File: src/hw/rtl/cgsl_pkg.sv
// shared types and constants for the gradient stop lookup block
`default_nettype none
package cgsl_pkg;
    localparam int MaxStops = 16;
    localparam int IdxW = $clog2(MaxStops);
    localparam int CntW = $clog2(MaxStops + 1);
    localparam int FracBits = 16;
    localparam int PosW = 24;
    localparam int SPosW = FracBits + 1;
    localparam int ColW = 64;
    localparam int AmtW = 16;

    typedef enum logic [1:0] {
        OP_CLEAR = 2'd0,
        OP_ADD = 2'd1,
        OP_LOOKUP = 2'd2,
        OP_NONE = 2'd3
    } opcode_t;

    typedef enum logic [1:0] {
        ST_DONE = 2'd0,
        ST_RANGE = 2'd1,
        ST_FULL = 2'd2
    } status_t;

    typedef enum logic [1:0] {
        EXT_PAD = 2'd0,
        EXT_REPEAT = 2'd1,
        EXT_REFLECT = 2'd2
    } extend_t;

    localparam logic [1:0] REG_EXTEND = 2'd0;

    typedef enum logic [3:0] {
        S_IDLE,
        S_ADD_RD,
        S_ADD_WR,
        S_LK_FIRST,
        S_LK_LAST,
        S_LK_SCAN,
        S_LK_PAIR,
        S_LK_DIV,
        S_LK_MUL,
        S_OUT
    } state_t;

    // divider handshake
    typedef struct packed {
        logic start;
        logic [SPosW-1:0] num;
        logic [SPosW-1:0] den;
    } div_req_t;

    typedef struct packed {
        logic done;
        logic [AmtW-1:0] quo;
    } div_rsp_t;
endpackage
`default_nettype wire

File: src/hw/rtl/cgsl_divider.sv
// restoring divider for the Q16 interpolation fraction, one quotient bit a cycle
`default_nettype none
module cgsl_divider (
    input wire logic aclk,
    input wire logic aresetn,
    input wire cgsl_pkg::div_req_t req,
    output cgsl_pkg::div_rsp_t rsp
);
    localparam int RemW = cgsl_pkg::SPosW + 1;
    localparam int StepW = $clog2(cgsl_pkg::AmtW + 1);

    logic busy_reg, busy_next;
    logic [StepW-1:0] step_reg, step_next;
    logic [RemW-1:0] rem_reg, rem_next;
    logic [cgsl_pkg::SPosW-1:0] den_reg, den_next;
    logic [cgsl_pkg::AmtW-1:0] quo_reg, quo_next;
    logic done_reg, done_next;
    logic [RemW-1:0] trial;

    // one shift-subtract step per cycle; num < den so quotient fits 16 bits
    always_comb begin
        busy_next = busy_reg;
        step_next = step_reg;
        rem_next = rem_reg;
        den_next = den_reg;
        quo_next = quo_reg;
        done_next = 1'b0;
        trial = {rem_reg[RemW-2:0], 1'b0};
        if (req.start) begin
            busy_next = 1'b1;
            step_next = '0;
            rem_next = {1'b0, req.num};
            den_next = req.den;
            quo_next = '0;
        end else if (busy_reg) begin
            if (trial >= {1'b0, den_reg}) begin
                rem_next = trial - {1'b0, den_reg};
                quo_next = {quo_reg[cgsl_pkg::AmtW-2:0], 1'b1};
            end else begin
                rem_next = trial;
                quo_next = {quo_reg[cgsl_pkg::AmtW-2:0], 1'b0};
            end
            step_next = step_reg + 1'b1;
            if (step_reg == StepW'(cgsl_pkg::AmtW - 1)) begin
                busy_next = 1'b0;
                done_next = 1'b1;
            end
        end
    end

    always_ff @(posedge aclk) begin
        if (!aresetn) begin
            busy_reg <= 1'b0;
            done_reg <= 1'b0;
            step_reg <= '0;
        end else begin
            busy_reg <= busy_next;
            done_reg <= done_next;
            step_reg <= step_next;
        end
        rem_reg <= rem_next;
        den_reg <= den_next;
        quo_reg <= quo_next;
    end

    assign rsp.done = done_reg;
    assign rsp.quo = quo_reg;

    // a result only follows an active division
    a_done_after_busy: assert property (@(posedge aclk) disable iff (!aresetn)
        done_reg |-> $past(busy_reg)) else $error("divider done without work");
    a_no_start_busy: assert property (@(posedge aclk) disable iff (!aresetn)
        busy_reg && !req.start |=> busy_reg || done_reg)
        else $error("divider dropped work");
    a_step_bound: assert property (@(posedge aclk) disable iff (!aresetn)
        busy_reg |-> step_reg < StepW'(cgsl_pkg::AmtW)) else $error("divider overran");
endmodule
`default_nettype wire

File: config.mk
export PLATFORM = sky130hd
export DESIGN_NAME = cgsl_divider
export DESIGN_NICKNAME = d
export VERILOG_FILES = /design/src/hw/rtl/cgsl_pkg.sv /design/src/hw/rtl/cgsl_divider.sv
export SDC_FILE = /design/constraint.sdc
export NUM_CORES = 1
export LEC_CHECK = 0
export BUFFER_PORTS_ARGS = -buffer_cell sky130_fd_sc_hd__buf_2
export CAP_MARGIN = 10
export CORE_ASPECT_RATIO = 1.75
export CORE_MARGIN = 2
export CORE_UTILIZATION = 35
export DETAILED_ROUTE_END_ITERATION = 8
export PLACE_DENSITY = 0.57
export SYNTH_ARGS = -nofsm -noshare
export SYNTH_HDL_FRONTEND = slang
export SYNTH_SLANG_ARGS = --single-unit
File: constraint.sdc
create_clock -name aclk -period 2.4 [get_ports aclk]
set_input_delay 0.48 -clock aclk [delete_from_list [all_inputs] [get_ports aclk]]
set_output_delay 0.48 -clock aclk [all_outputs]
set_load 0.02 [all_outputs]
# After elaboration in Yosys (flattened, before gate mapping)
# Cells that the tools add are included.
# W data, S select, Z words.
[word_totals]
register_bits = 57
latchBits = 0
ram_bits = 0
mem_bits_ro = 0
input_bits = 37
output_inout_bits = 17
wordCells = 23
memories = 0
[classes]
add_sub_neg = 2
n_mul = 0
n_div = 0
magnitude_cmp = 1
eq_ne = 1
shift = 0
mux = 8
n_bitwise = 2
reduce_logical = 3
[ops]
columns = ["op", "n"]
rows = [
  ["$mux W17", 3],
  ["$ge A18 B17 Y1", 1],
  ["$sub A17 B17 Y17", 1],
  ["$add A5 B1 Y5 const B", 1],
  ["$eq A5 B4 Y1 const B", 1],
  ["$mux W1", 5],
  ["$reduce_or A3 Y1", 1],
  ["$not A1 Y1", 2],
  ["$reduce_bool A2 Y1", 1],
  ["$reduce_or A2 Y1", 1],
]

# Logic depth before layout (Yosys ltp)
[depth]
depth_word = 4
depth_mapped = 10
depth_no_buf = 9

# Worst setup path before layout
# No wires, ideal clock.
[synth_timing]
path_type = "register -> register"
from = "register rem_reg[0]"
to = "register rem_reg[8], data pin"
setup_time_ns = 0.261
t_arrival_ns = 2.008
t_required_ns = 2.139
setup_slack_ns = 0.131
stages_incl_launch_ff = 9
n_path_buf = 0
period_less_slack_ns = 2.269
path_cell_list = "edfxtp_1 inv_1 fa_1 nand2b_1 a21oi_2 o211ai_1 and3_1 o221a_1 a311o_1"
[synth_between]
elab_chain_cells = 4
elab_cells_between_ends = 5
cone_classes = "1 x add/sub; 1 x order compare; 3 x mux"
[synth_lines]
columns = ["item", "line", "source"]
rows = [
  ["from (decl)", "cgsl_divider.sv:14", "logic [RemW-1:0] rem_reg, rem_next;"],
  ["from (signal assigned)", "cgsl_divider.sv:61", "rem_reg <= rem_next;"],
  ["$sub A17 B17 Y17 / $ge A18 B17 Y1 (equally long branches)", "cgsl_divider.sv:37, cgsl_divider.sv:36", ""],
  ["$mux W17 (*)", "cgsl_divider.sv:36", "if (trial >= {1'b0, den_reg}) begin"],
  ["$mux W17 (*)", "cgsl_divider.sv:35", "end else if (busy_reg) begin"],
  ["$mux W17 (*)", "cgsl_divider.sv:29", "if (req.start) begin"],
  ["net rem_next[8]", "cgsl_divider.sv:14", ""],
]
# Mark *: on every way through the listed nets, which the timed path passes. The rest lies on a longest branch. The select of a mux whose other input is x is not followed.
# A chain may end at the register's enable or synchronous reset.

# Worst setup path in the final report
[layout_timing]
from = "register rem_reg[10]"
to = "register rem_reg[8], data pin"
[layout_between]
elab_chain_cells = 4
[layout_lines]
columns = ["item", "line"]
rows = [
  ["$ge A18 B17 Y1", "cgsl_divider.sv:36"],
  ["$mux W17", "cgsl_divider.sv:36"],
  ["$mux W17", "cgsl_divider.sv:35"],
  ["$mux W17", "cgsl_divider.sv:29"],
  ["net rem_next[8]", "cgsl_divider.sv:14"],
]
# The timed path passes the listed nets, and every way through them passes these cells. The select of a mux whose other input is x is not followed.

==> out/qor.csv <==
metric;value;unit
synth_compound_gate_area_share;22.81;%
drive_gt1_share;29.21;%
status;completed;
holdPathEnd;den_reg[15];
min_from;req[15];
grt_pass1_vias;2835;
antenna_cells;0;
grt.total_usage;17.26;%
via_per_inst;5.305;
netlist_area;0.003263;mm2
hp-class;input pin to flop;
grt_remaining_overflow;0;
clk_pin_slew_worst_paths;0.05;ns
rrSetupSlack;0.10;ns
drt_iter0_drc;147;
switchingPower;1.256;mW
synth_top_family_by_area;compound AO/OA/AOI/OAI gates;
final_antenna_net_count;0;
seq_power_share;31.5;%
period_share;95.64;%
ys.flop_type;edfxtp_1;
timing.rr.end;rem_reg[8];
portBuffers;53;
critPathRequiredTime;2.48;ns
ctsHoldBuffers;0;
final_nets;456;
synth_top_area_cell;edfxtp_1;
die_area;0.01014;mm2
finalSetupTns;0;ns
max_slew_margin;65.94;%
cp_max_fo;4;
initial_core_util;35.88;%
routed.top_layer;met4;
drc;0;
synth_fa_ha_area_share;7.899;%
switching_share;31.99;%
wirelength;8462;um
synth_mux_area_share;5.215;%
ys_top_cells_by_count;edfxtp_1, nor2_1, inv_1;
ys_ff_latch;57;
clkPwrFrac;33.6;%
synth_area_leaders;edfxtp_1, dfxtp_1, ha_1;
r2r_start;rem_reg[10];
finalSetupViolations;0;
cp.arrival;2.38;ns
met2_length;4585;um
area_delta_synth_final;29.49;%
yosysMostFrequentCell;edfxtp_1;
die_h;131.7;um
antenna_found_initial;0;
synthArstFlopShare;0;%
wl_per_cell;16.15;um
setup.worst_path.end_class;flop;
gp_congestion;0.8714;
max_cap_viol_count;0;
drv_slew;0;
crit_start;rem_reg[10];
syn_nets;380;
final.min_clock_period;2.295;ns
worstSetupPathType;flop to flop;
io_pins;54;
htree_num_levels;3;
core-area;0.009094;mm2
drt-met1-wl;3176;um
synth.distinct_cells;50;
cts_buffers;9;
fmax;435.7;MHz
synthSimpleGateAreaFrac;11.23;%
min_path_cells;1;
dr_wl_met3;392;um
dpl.hpwl;6249;um
synth_xor_area_share;2.684;%
placedCellCount;499;
grt_first_pass_wirelength;13510;um
root_buffer;clkbuf_16;
rows;46;
cts_tree;done;
yosys_warnings;0;
cts_buffer_depth;2;
clock_sinks;57;
synth_top_area_share;31.29;%
syn_area_per_cell;10.10;um2
cp-start-kind;flop;
p_leak;1.774;nW
grt_max_degree;19;
via_count;2780;
power_density;929.1;mW/mm2
r2r_cells;7;
syn-instance-count;323;
worst_pin_slew;0.5109;ns
clkLatencyLatePin;0.33;ns
p_int;2.670;mW
finalHoldViolCount;0;
ir_drop;0.5045;mV
fp.dieW;76.99;um
power_frac_comb;34.9;%
yosysSeqAreaShare;45.40;%
first_pass_iters;4;
clock_skew;0.004024;ns
synth_edf_count;34;
fin_cells;524;
[worst max-delay path by stage]
stage                        to  slack [ns]  cells past startpoint
CTS                 rem_reg[13]       0.001                      7
global placement     rem_reg[8]        0.02                      8
floorplan            rem_reg[8]        0.13                      8
global route         rem_reg[8]       -0.01                      8
finish               rem_reg[8]        0.10                      7
detailed placement  rem_reg[13]       -0.12                      9
[per-layer routing]
layer / up-vias / global-route usage (%)
li1: 1350 / -
met1: 1327 / 17.52
met2: 81 / 30.90
met3: 22 / 4.178
met4: 0 / 11.31
met5: - / 0
[final cells by class]
type | instances | area [um2]
Clock buffer | 13 | 271.5
Fill cell | 900 | 4868
Sequential cell | 57 | 1481
Tap cell | 120 | 150.1
Clock inverter | 3 | 38.79
Timing Repair Buffer | 80 | 467.9
Multi-Input combinational cell | 227 | 1725
Inverter | 24 | 90.09
[logic make-up after synthesis]
group	count (synthesis)
xor gates and xnor gates	10
DFF	57
and+or+nand+nor	77
AOI/OAI and AO/OA	103
adders and majority gates	20
buffers and inverters	39
muxes	17
[worst max-delay path: stages (launching register included)]
cell and delay, ns:
edfxtp_1 0.41, ha_1 0.37, a21oi_1 0.19, o21ai_0 0.17, a21oi_4 0.22, a21oi_2 0.11
o221a_1 0.26, a311o_1 0.31
[per-stage QoR]
stage	area [um2]	total power [mW]	hold slack (ns)	util, %	setup slack, ns
final	4225	3.926	0.3225	46.46	0.1046
after global routing	4225	4.130	0.3123	46.46	-0.01093
after CTS	4108	3.844	0.3133	45.17	0.001096
after detailed placement	3749	2.485	0.4886	41.22	-0.1173
after global placement	3749	2.470	0.4651	41.22	0.02360
after floorplan	3263	2.102	0.4563	-	0.1310
[power groups by stage]
| stage | clock, mW | combinational, mW | sequential, mW |
|---|---|---|---|
| 2_1_floorplan | 0 | 0.870 | 1.23 |
| 3_3_place_gp | 0 | 1.22 | 1.25 |
| 3_5_place_dp | 0 | 1.23 | 1.25 |
| 4_1_cts | 1.34 | 1.27 | 1.23 |
| 5_1_grt | 1.38 | 1.50 | 1.25 |
| 6_report | 1.32 | 1.37 | 1.24 |
[repair_timing]
item	in CTS	in global routing
gates cloned	0	0
endpoints found under the setup margin	7	15
pin swaps	2	4
setup buffers	5	4
gates resized for setup	2	18
[layout by cell type (no fill, tap or decap), drive strengths merged, types with 13 or more instances in the layout]
master	netlist	layout
edfxtp	34	34
inv	24	24
dfxtp	23	23
mux2i	17	17
ha	19	19
o21ai	19	19
a21oi	21	21
clkbuf	9	13
buf	6	80
nand2	14	14
nor2	32	32
(Power assumes the default switching activity.)
