**src/hw/rtl/cgsl_pkg.sv**
```systemverilog
// shared types and constants for the gradient stop lookup block
`default_nettype none
package cgsl_pkg;
    localparam int MaxStops = 16;
    localparam int IdxW = $clog2(MaxStops);
    localparam int CntW = $clog2(MaxStops + 1);
    localparam int FracBits = 16;
    localparam int PosW = 24;
    localparam int SPosW = FracBits + 1;
    localparam int ColW = 64;
    localparam int AmtW = 16;

    typedef enum logic [1:0] {
        OP_CLEAR = 2'd0,
        OP_ADD = 2'd1,
        OP_LOOKUP = 2'd2,
        OP_NONE = 2'd3
    } opcode_t;

    typedef enum logic [1:0] {
        ST_DONE = 2'd0,
        ST_RANGE = 2'd1,
        ST_FULL = 2'd2
    } status_t;

    typedef enum logic [1:0] {
        EXT_PAD = 2'd0,
        EXT_REPEAT = 2'd1,
        EXT_REFLECT = 2'd2
    } extend_t;

    localparam logic [1:0] REG_EXTEND = 2'd0;

    typedef enum logic [3:0] {
        S_IDLE,
        S_ADD_RD,
        S_ADD_WR,
        S_LK_FIRST,
        S_LK_LAST,
        S_LK_SCAN,
        S_LK_PAIR,
        S_LK_DIV,
        S_LK_MUL,
        S_OUT
    } state_t;

    // divider handshake
    typedef struct packed {
        logic start;
        logic [SPosW-1:0] num;
        logic [SPosW-1:0] den;
    } div_req_t;

    typedef struct packed {
        logic done;
        logic [AmtW-1:0] quo;
    } div_rsp_t;
endpackage
`default_nettype wire

```
**src/hw/rtl/cgsl_stop_mem.sv**
```systemverilog
// stop table memory, position and color per entry, registered read port
`default_nettype none
module cgsl_stop_mem (
    input wire logic aclk,
    input wire logic we,
    input wire logic [cgsl_pkg::IdxW-1:0] waddr,
    input wire logic [cgsl_pkg::SPosW-1:0] wpos,
    input wire logic [cgsl_pkg::ColW-1:0] wcol,
    input wire logic [cgsl_pkg::IdxW-1:0] raddr,
    output logic [cgsl_pkg::SPosW-1:0] rpos,
    output logic [cgsl_pkg::ColW-1:0] rcol
);
    logic [cgsl_pkg::SPosW-1:0] pos_mem [cgsl_pkg::MaxStops];
    logic [cgsl_pkg::ColW-1:0] col_mem [cgsl_pkg::MaxStops];

    // write port
    always_ff @(posedge aclk) begin
        if (we) begin
            pos_mem[waddr] <= wpos;
            col_mem[waddr] <= wcol;
        end
    end

    // registered read port
    always_ff @(posedge aclk) begin
        rpos <= pos_mem[raddr];
        rcol <= col_mem[raddr];
    end
endmodule
`default_nettype wire

```
**config.mk**
```make
export PLATFORM = sky130hd
export DESIGN_NAME = cgsl_stop_mem
export DESIGN_NICKNAME = d
export VERILOG_FILES = /design/src/hw/rtl/cgsl_pkg.sv /design/src/hw/rtl/cgsl_stop_mem.sv
export SDC_FILE = /design/constraint.sdc
export NUM_CORES = 1
export LEC_CHECK = 0
export BUFFER_PORTS_ARGS = -buffer_cell sky130_fd_sc_hd__buf_2
export CORE_ASPECT_RATIO = 2
export CORE_MARGIN = 5
export CORE_UTILIZATION = 50
export DETAILED_ROUTE_END_ITERATION = 16
export PLACE_DENSITY_LB_ADDON = 0.3
export SETUP_SLACK_MARGIN = 0.1
export SYNTH_ARGS = -nofsm -noshare
export SYNTH_HDL_FRONTEND = slang
export SYNTH_SLANG_ARGS = --single-unit
```
**constraint.sdc**
```tcl
create_clock -name aclk -period 6.64 [get_ports aclk]
set_input_delay 0.664 -clock aclk [delete_from_list [all_inputs] [get_ports aclk]]
set_output_delay 0.664 -clock aclk [all_outputs]
set_load 0.01 [all_outputs]
```
Word-level counts from Yosys, hierarchy flattened. Memories as Yosys holds them, arrays and structs flattened. A register that Yosys moved wholly into a read port is not among the register bits. Index checks and enable logic that the tools add are counted.

Muxes and demuxes: 2.

Operators with widths (count): $mux 1 (2).

Bits in registers: 0. Memory bits (writable): 1296. Bits of input ports: 91. Logic and storage cells: 4. Memories kept: 2.

Memories: col_mem (words 16, width 64, read ports 1, clocked after memory_dff 1, wr ports 1, RTL line cgsl_stop_mem.sv:14) `logic [cgsl_pkg::ColW-1:0] col_mem [cgsl_pkg::MaxStops];`; pos_mem (words 16, width 17, read ports 1, clocked after memory_dff 1, wr ports 1, RTL line cgsl_stop_mem.sv:13) `logic [cgsl_pkg::SPosW-1:0] pos_mem [cgsl_pkg::MaxStops];`.

Longest topological paths before layout.
Depth after elaboration: 2. Depth in mapped cells: 6. Mapped depth without buffers: 3.

Least setup slack after synthesis. Ideal clock, no wire load.

Path type: input-to-reg. From: input waddr[3] (netlist bit). To: memory col_mem[0][0] (netlist bit) (enable). Library setup time: 0.621 ns. Data arrival time: 6.593 ns. Required time: 6.019 ns. Setup slack: -0.573 ns. Stages: 2. Cell sequence: or3b_1 nor3_1.

RTL lines: start, declared (RTL line cgsl_stop_mem.sv:6) `input wire logic [cgsl_pkg::IdxW-1:0] waddr,`; end, declared (RTL line cgsl_stop_mem.sv:14).

No word-level cell before the write port.

==> impl_results.html <==
<table>
<tr><th>Metric</th><th>Value</th></tr>
<tr><th colspan="2">Run status</th></tr>
<tr><td>Result of the run</td><td>completed</td></tr>
<tr><th colspan="2">Clock tree</th></tr>
<tr><td>Latest clock arrival within the worst-skew pair</td><td>0.71 ns</td></tr>
<tr><td>TritonCTS clock tree</td><td>built</td></tr>
<tr><td>H-tree levels</td><td>3</td></tr>
<tr><td>Total of hold buffers inserted after clock tree synthesis</td><td>0</td></tr>
<tr><td>Clock transition time at the flip-flop clock pins of the worst setup and hold paths</td><td>0.07 ns</td></tr>
<tr><td>Number of sinks driven by the clock tree</td><td>1377</td></tr>
<tr><td>Total of cells resized after clock tree synthesis</td><td>0</td></tr>
<tr><td>Total clock buffers created by CTS</td><td>110</td></tr>
<tr><td>Number of buffers inserted by post-CTS setup repair</td><td>0</td></tr>
<tr><td>Buffer type at the clock tree root</td><td>sky130_fd_sc_hd__clkbuf_16</td></tr>
<tr><td>Clk buf depth</td><td>3</td></tr>
<tr><th colspan="2">Floorplan</th></tr>
<tr><td>Row count</td><td>164</td></tr>
<tr><td>Core Box Area</td><td>99700 um2</td></tr>
<tr><td>Initial standard-cell utilization of the core</td><td>50.2%</td></tr>
<tr><td>Ports placed on the boundary</td><td>172</td></tr>
<tr><td>Floorplan die area</td><td>107000 um2</td></tr>
<tr><td>Die X</td><td>234 um</td></tr>
<tr><td>Die Ht</td><td>457 um</td></tr>
<tr><th colspan="2">STA</th></tr>
<tr><td>Fin crit share</td><td>39.1%</td></tr>
<tr><td>Tightest Pin Transition</td><td>1.13 ns</td></tr>
<tr><td>Setup TNS</td><td>0 ns</td></tr>
<tr><td>Max-slew violation count</td><td>0</td></tr>
<tr><td>Endpoints failing setup</td><td>0</td></tr>
<tr><td>Slew Limit Headroom</td><td>24.5%</td></tr>
<tr><td>Post-Route Skew</td><td>0.0169 ns</td></tr>
<tr><td>Worst hold margin</td><td>0.315 ns</td></tr>
<tr><td>Final hold violation count</td><td>0</td></tr>
<tr><td>RSZ-0062 raised after global routing</td><td>no</td></tr>
<tr><td>Minimum clock period</td><td>2.59 ns</td></tr>
<tr><td>Maximum frequency from static timing analysis</td><td>0.385 GHz</td></tr>
<tr><th colspan="2">Yosys</th></tr>
<tr><td>Yosys warning total</td><td>0</td></tr>
<tr><td>Most area-consuming cells after synthesis</td><td>sky130_fd_sc_hd__edfxtp_1 (78%), sky130_fd_sc_hd__mux4_2 (15%), sky130_fd_sc_hd__dfxtp_1 (3.2%)</td></tr>
<tr><td>Avg Synthesized Cell Area</td><td>24.1 um2</td></tr>
<tr><td>Most area-hungry cell type in the Yosys netlist</td><td>sky130_fd_sc_hd__edfxtp_1</td></tr>
<tr><td>Synth unique cells</td><td>18</td></tr>
<tr><td>Post-synth top area share</td><td>77.8%</td></tr>
<tr><td>Cells after Synth</td><td>2078</td></tr>
<tr><td>Register area share after synthesis</td><td>81.0%</td></tr>
<tr><td>Number of nets produced by synthesis</td><td>2169</td></tr>
<tr><td>Flip-flop and latch count after synthesis</td><td>1377</td></tr>
<tr><td>Netlist area before placement</td><td>50000 um2</td></tr>
<tr><th colspan="2">Placement</th></tr>
<tr><td>Weighted congestion at the end of routability-driven global placement</td><td>0.734</td></tr>
<tr><td>Port buffer count</td><td>171</td></tr>
<tr><td>Post-place instance area</td><td>52600 um2</td></tr>
<tr><td>HPWL after detailed placement</td><td>54.5 mm</td></tr>
<tr><th colspan="2">Routing</th></tr>
<tr><td>Antenna-violating nets left</td><td>0</td></tr>
<tr><td>Met3 wire length</td><td>7.26 mm</td></tr>
<tr><td>Detailed-route DRC error count</td><td>0</td></tr>
<tr><td>DR iter-0 viols</td><td>2192</td></tr>
<tr><td>Post-DR wirelength/cell</td><td>29.5 um</td></tr>
<tr><td>Detailed Routing Iterations Pass 1</td><td>7</td></tr>
<tr><td>Via count</td><td>22600</td></tr>
<tr><td>Routed met2 length</td><td>58.1 mm</td></tr>
<tr><td>Via density per instance</td><td>6.04</td></tr>
<tr><td>Top routing layer used</td><td>met5</td></tr>
<tr><td>Final WL</td><td>110 mm</td></tr>
<tr><td>WL met1</td><td>42.9 mm</td></tr>
<tr><th colspan="2">Worst setup path</th></tr>
<tr><td>Crit path required time</td><td>7.23 ns</td></tr>
<tr><td>Kind of start point of the critical path</td><td>primary input</td></tr>
<tr><td>Bufs and invs on worst path</td><td>2</td></tr>
<tr><td>Peak fanout along the critical path</td><td>87</td></tr>
<tr><td>CP Cell Sequence</td><td>buf_8 &gt; buf_12 &gt; mux4_2 &gt; a22oi_1 &gt; nand2_1</td></tr>
<tr><td>Data arrival, critical path</td><td>3.18 ns</td></tr>
<tr><td>Nature of the critical path endpoint</td><td>flop</td></tr>
<tr><td>Max stage delay cell, worst path</td><td>sky130_fd_sc_hd__buf_8</td></tr>
<tr><td>Critical Setup Path Class</td><td>in2reg</td></tr>
<tr><td>Highest cell delay on the worst timing path</td><td>0.71 ns</td></tr>
<tr><td>Family with the most delay on the worst path</td><td>buffers and inverters</td></tr>
<tr><th colspan="2">GRT</th></tr>
<tr><td>Number of antenna violations at the first check in global routing</td><td>24</td></tr>
<tr><td>Overall routing resource usage</td><td>20.7%</td></tr>
<tr><td>Vias in the first global route</td><td>23600</td></tr>
<tr><td>First-pass GRT wire length</td><td>161 mm</td></tr>
<tr><td>Overflow left after global routing</td><td>0</td></tr>
<tr><td>Largest net degree at the start of global routing</td><td>118</td></tr>
<tr><th colspan="2">Power and ir drop</th></tr>
<tr><td>Net Sw Power</td><td>0.00353 W</td></tr>
<tr><td>Leakage Power</td><td>17.9 nW</td></tr>
<tr><td>Clock network fraction of design power</td><td>37.9%</td></tr>
<tr><td>Internal power of the cells</td><td>0.0136 W</td></tr>
<tr><td>Peak supply drop</td><td>0.227 mV</td></tr>
<tr><td>Logic pwr share</td><td>4.9%</td></tr>
<tr><td>Share of power burned in registers</td><td>57.2%</td></tr>
<tr><td>Net Sw Frac</td><td>20.6%</td></tr>
<tr><td>Ratio of total power to cell area</td><td>304 nW/um2</td></tr>
<tr><th colspan="2">Cells and area</th></tr>
<tr><td>Filler Cells Inserted</td><td>7279</td></tr>
<tr><td>Commonest cells after routing, fill and taps aside</td><td>sky130_fd_sc_hd__edfxtp_1 (1296), sky130_fd_sc_hd__mux4_2 (324), sky130_fd_sc_hd__buf_2 (169), sky130_fd_sc_hd__a22oi_1 (162), sky130_fd_sc_hd__clkbuf_16 (111)</td></tr>
<tr><td>Design Area, Final</td><td>56200 um2</td></tr>
<tr><td>Synthesis-to-layout area growth</td><td>12.4%</td></tr>
<tr><td>Area of all sequential standard cells</td><td>40500 um2</td></tr>
<tr><td>Area taken by multi-input logic gates</td><td>9110 um2</td></tr>
<tr><td>Layout cell share with drive strength beyond 1</td><td>30.7%</td></tr>
<tr><td>Layout net count</td><td>2392</td></tr>
<tr><td>Most common cell after layout, fill and taps aside</td><td>sky130_fd_sc_hd__edfxtp_1</td></tr>
<tr><th colspan="2">Worst hold path</th></tr>
<tr><td>Class of the tightest hold or removal check</td><td>in2reg</td></tr>
<tr><th colspan="2">Run</th></tr>
<tr><td>MaxCap Viol Count</td><td>0</td></tr>
</table>
[worst reg2reg max path: stages (launching register included)]
cell and delay [ns]:
sky130_fd_sc_hd__edfxtp_1 0.36, sky130_fd_sc_hd__mux4_2 0.49, sky130_fd_sc_hd__a22oi_1 0.33, sky130_fd_sc_hd__nand2_1 0.13
[power groups by stage]
stage | combinational (W) | sequential, W | clock (W)
after floorplan | 0.000460 | 0.00998 | 0
after global placement | 0.000822 | 0.00997 | 0
after detailed placement | 0.000845 | 0.00998 | 0
after CTS | 0.000847 | 0.00979 | 0.00663
after global routing | 0.000899 | 0.00980 | 0.00699
final | 0.000831 | 0.00979 | 0.00649
[final cells by class]
| cell class | count | area share (%) |
|---|---|---|
| clock inverter | 60 | 0.961 |
| clock buffer | 149 | 5.46 |
| tap | 1328 | 2.95 |
| sequential | 1377 | 72.1 |
| timing repair buffer | 218 | 2.30 |
| antenna | 9 | 0.0400 |
| multi-input combinational | 594 | 16.2 |
[flip-flops by register name (all words and copies together) (netlist names)]
signal   count
pos_mem    272
rpos        17
rcol        64
col_mem   1024
[Yosys cell counts (all sizes together)]
| library cell | number |
|---|---|
| nand2b | 2 |
| mux4 | 324 |
| dfxtp | 81 |
| and2 | 1 |
| nor2b | 2 |
| nand2 | 82 |
| nor3 | 4 |
| or3b | 1 |
| nand3 | 1 |
| buf | 65 |
| nand3b | 2 |
| a22oi | 162 |
| edfxtp | 1296 |
| nor2 | 13 |
| clkbuf | 42 |
[logic make-up after synthesis]
kind of cell,after synthesis,synth area share (%)
flip-flops,1377,81.0
AND/OR/NAND/NOR,108,0.873
multiplexers,324,14.6
AO/OA/AOI/OAI,162,2.43
buffers and inverters,107,1.10
[final timing paths]
| check | start | end | slack, ns | depth (start not counted) |
|---|---|---|---|---|
| max | raddr[0] | rpos[4]$_DFF_P_ | 4.05 | 5 |
| min | wcol[25] | col_mem[7][25]$_DFFE_PP_ | 0.31 | 1 |
| min reg2reg | col_mem[13][59]$_DFFE_PP_ | rcol[59]$_DFF_P_ | 0.67 | 3 |
| max reg2reg | col_mem[11][21]$_DFFE_PP_ | rcol[21]$_DFF_P_ | 5.19 | 3 |
[per-layer routing]
layer	vias to the layer above	global-route usage, %
met3	156	3.42
met4	6	4.65
met1	12200	28.4
met5	-	0
met2	871	35.5
li1	9324	-
[per-stage QoR]
stage,worst slack (ns),util [%],power (W),std cells
5_1_grt,3.82,56.4,0.0177,3728
2_1_floorplan,1.62,-,0.0104,2078
3_5_place_dp,3.25,52.7,0.0108,3517
6_report,4.05,56.4,0.0171,3735
4_1_cts,4.04,56.4,0.0173,3726
3_3_place_gp,3.33,52.7,0.0108,3517
Power figures use the tool's default switching activity.
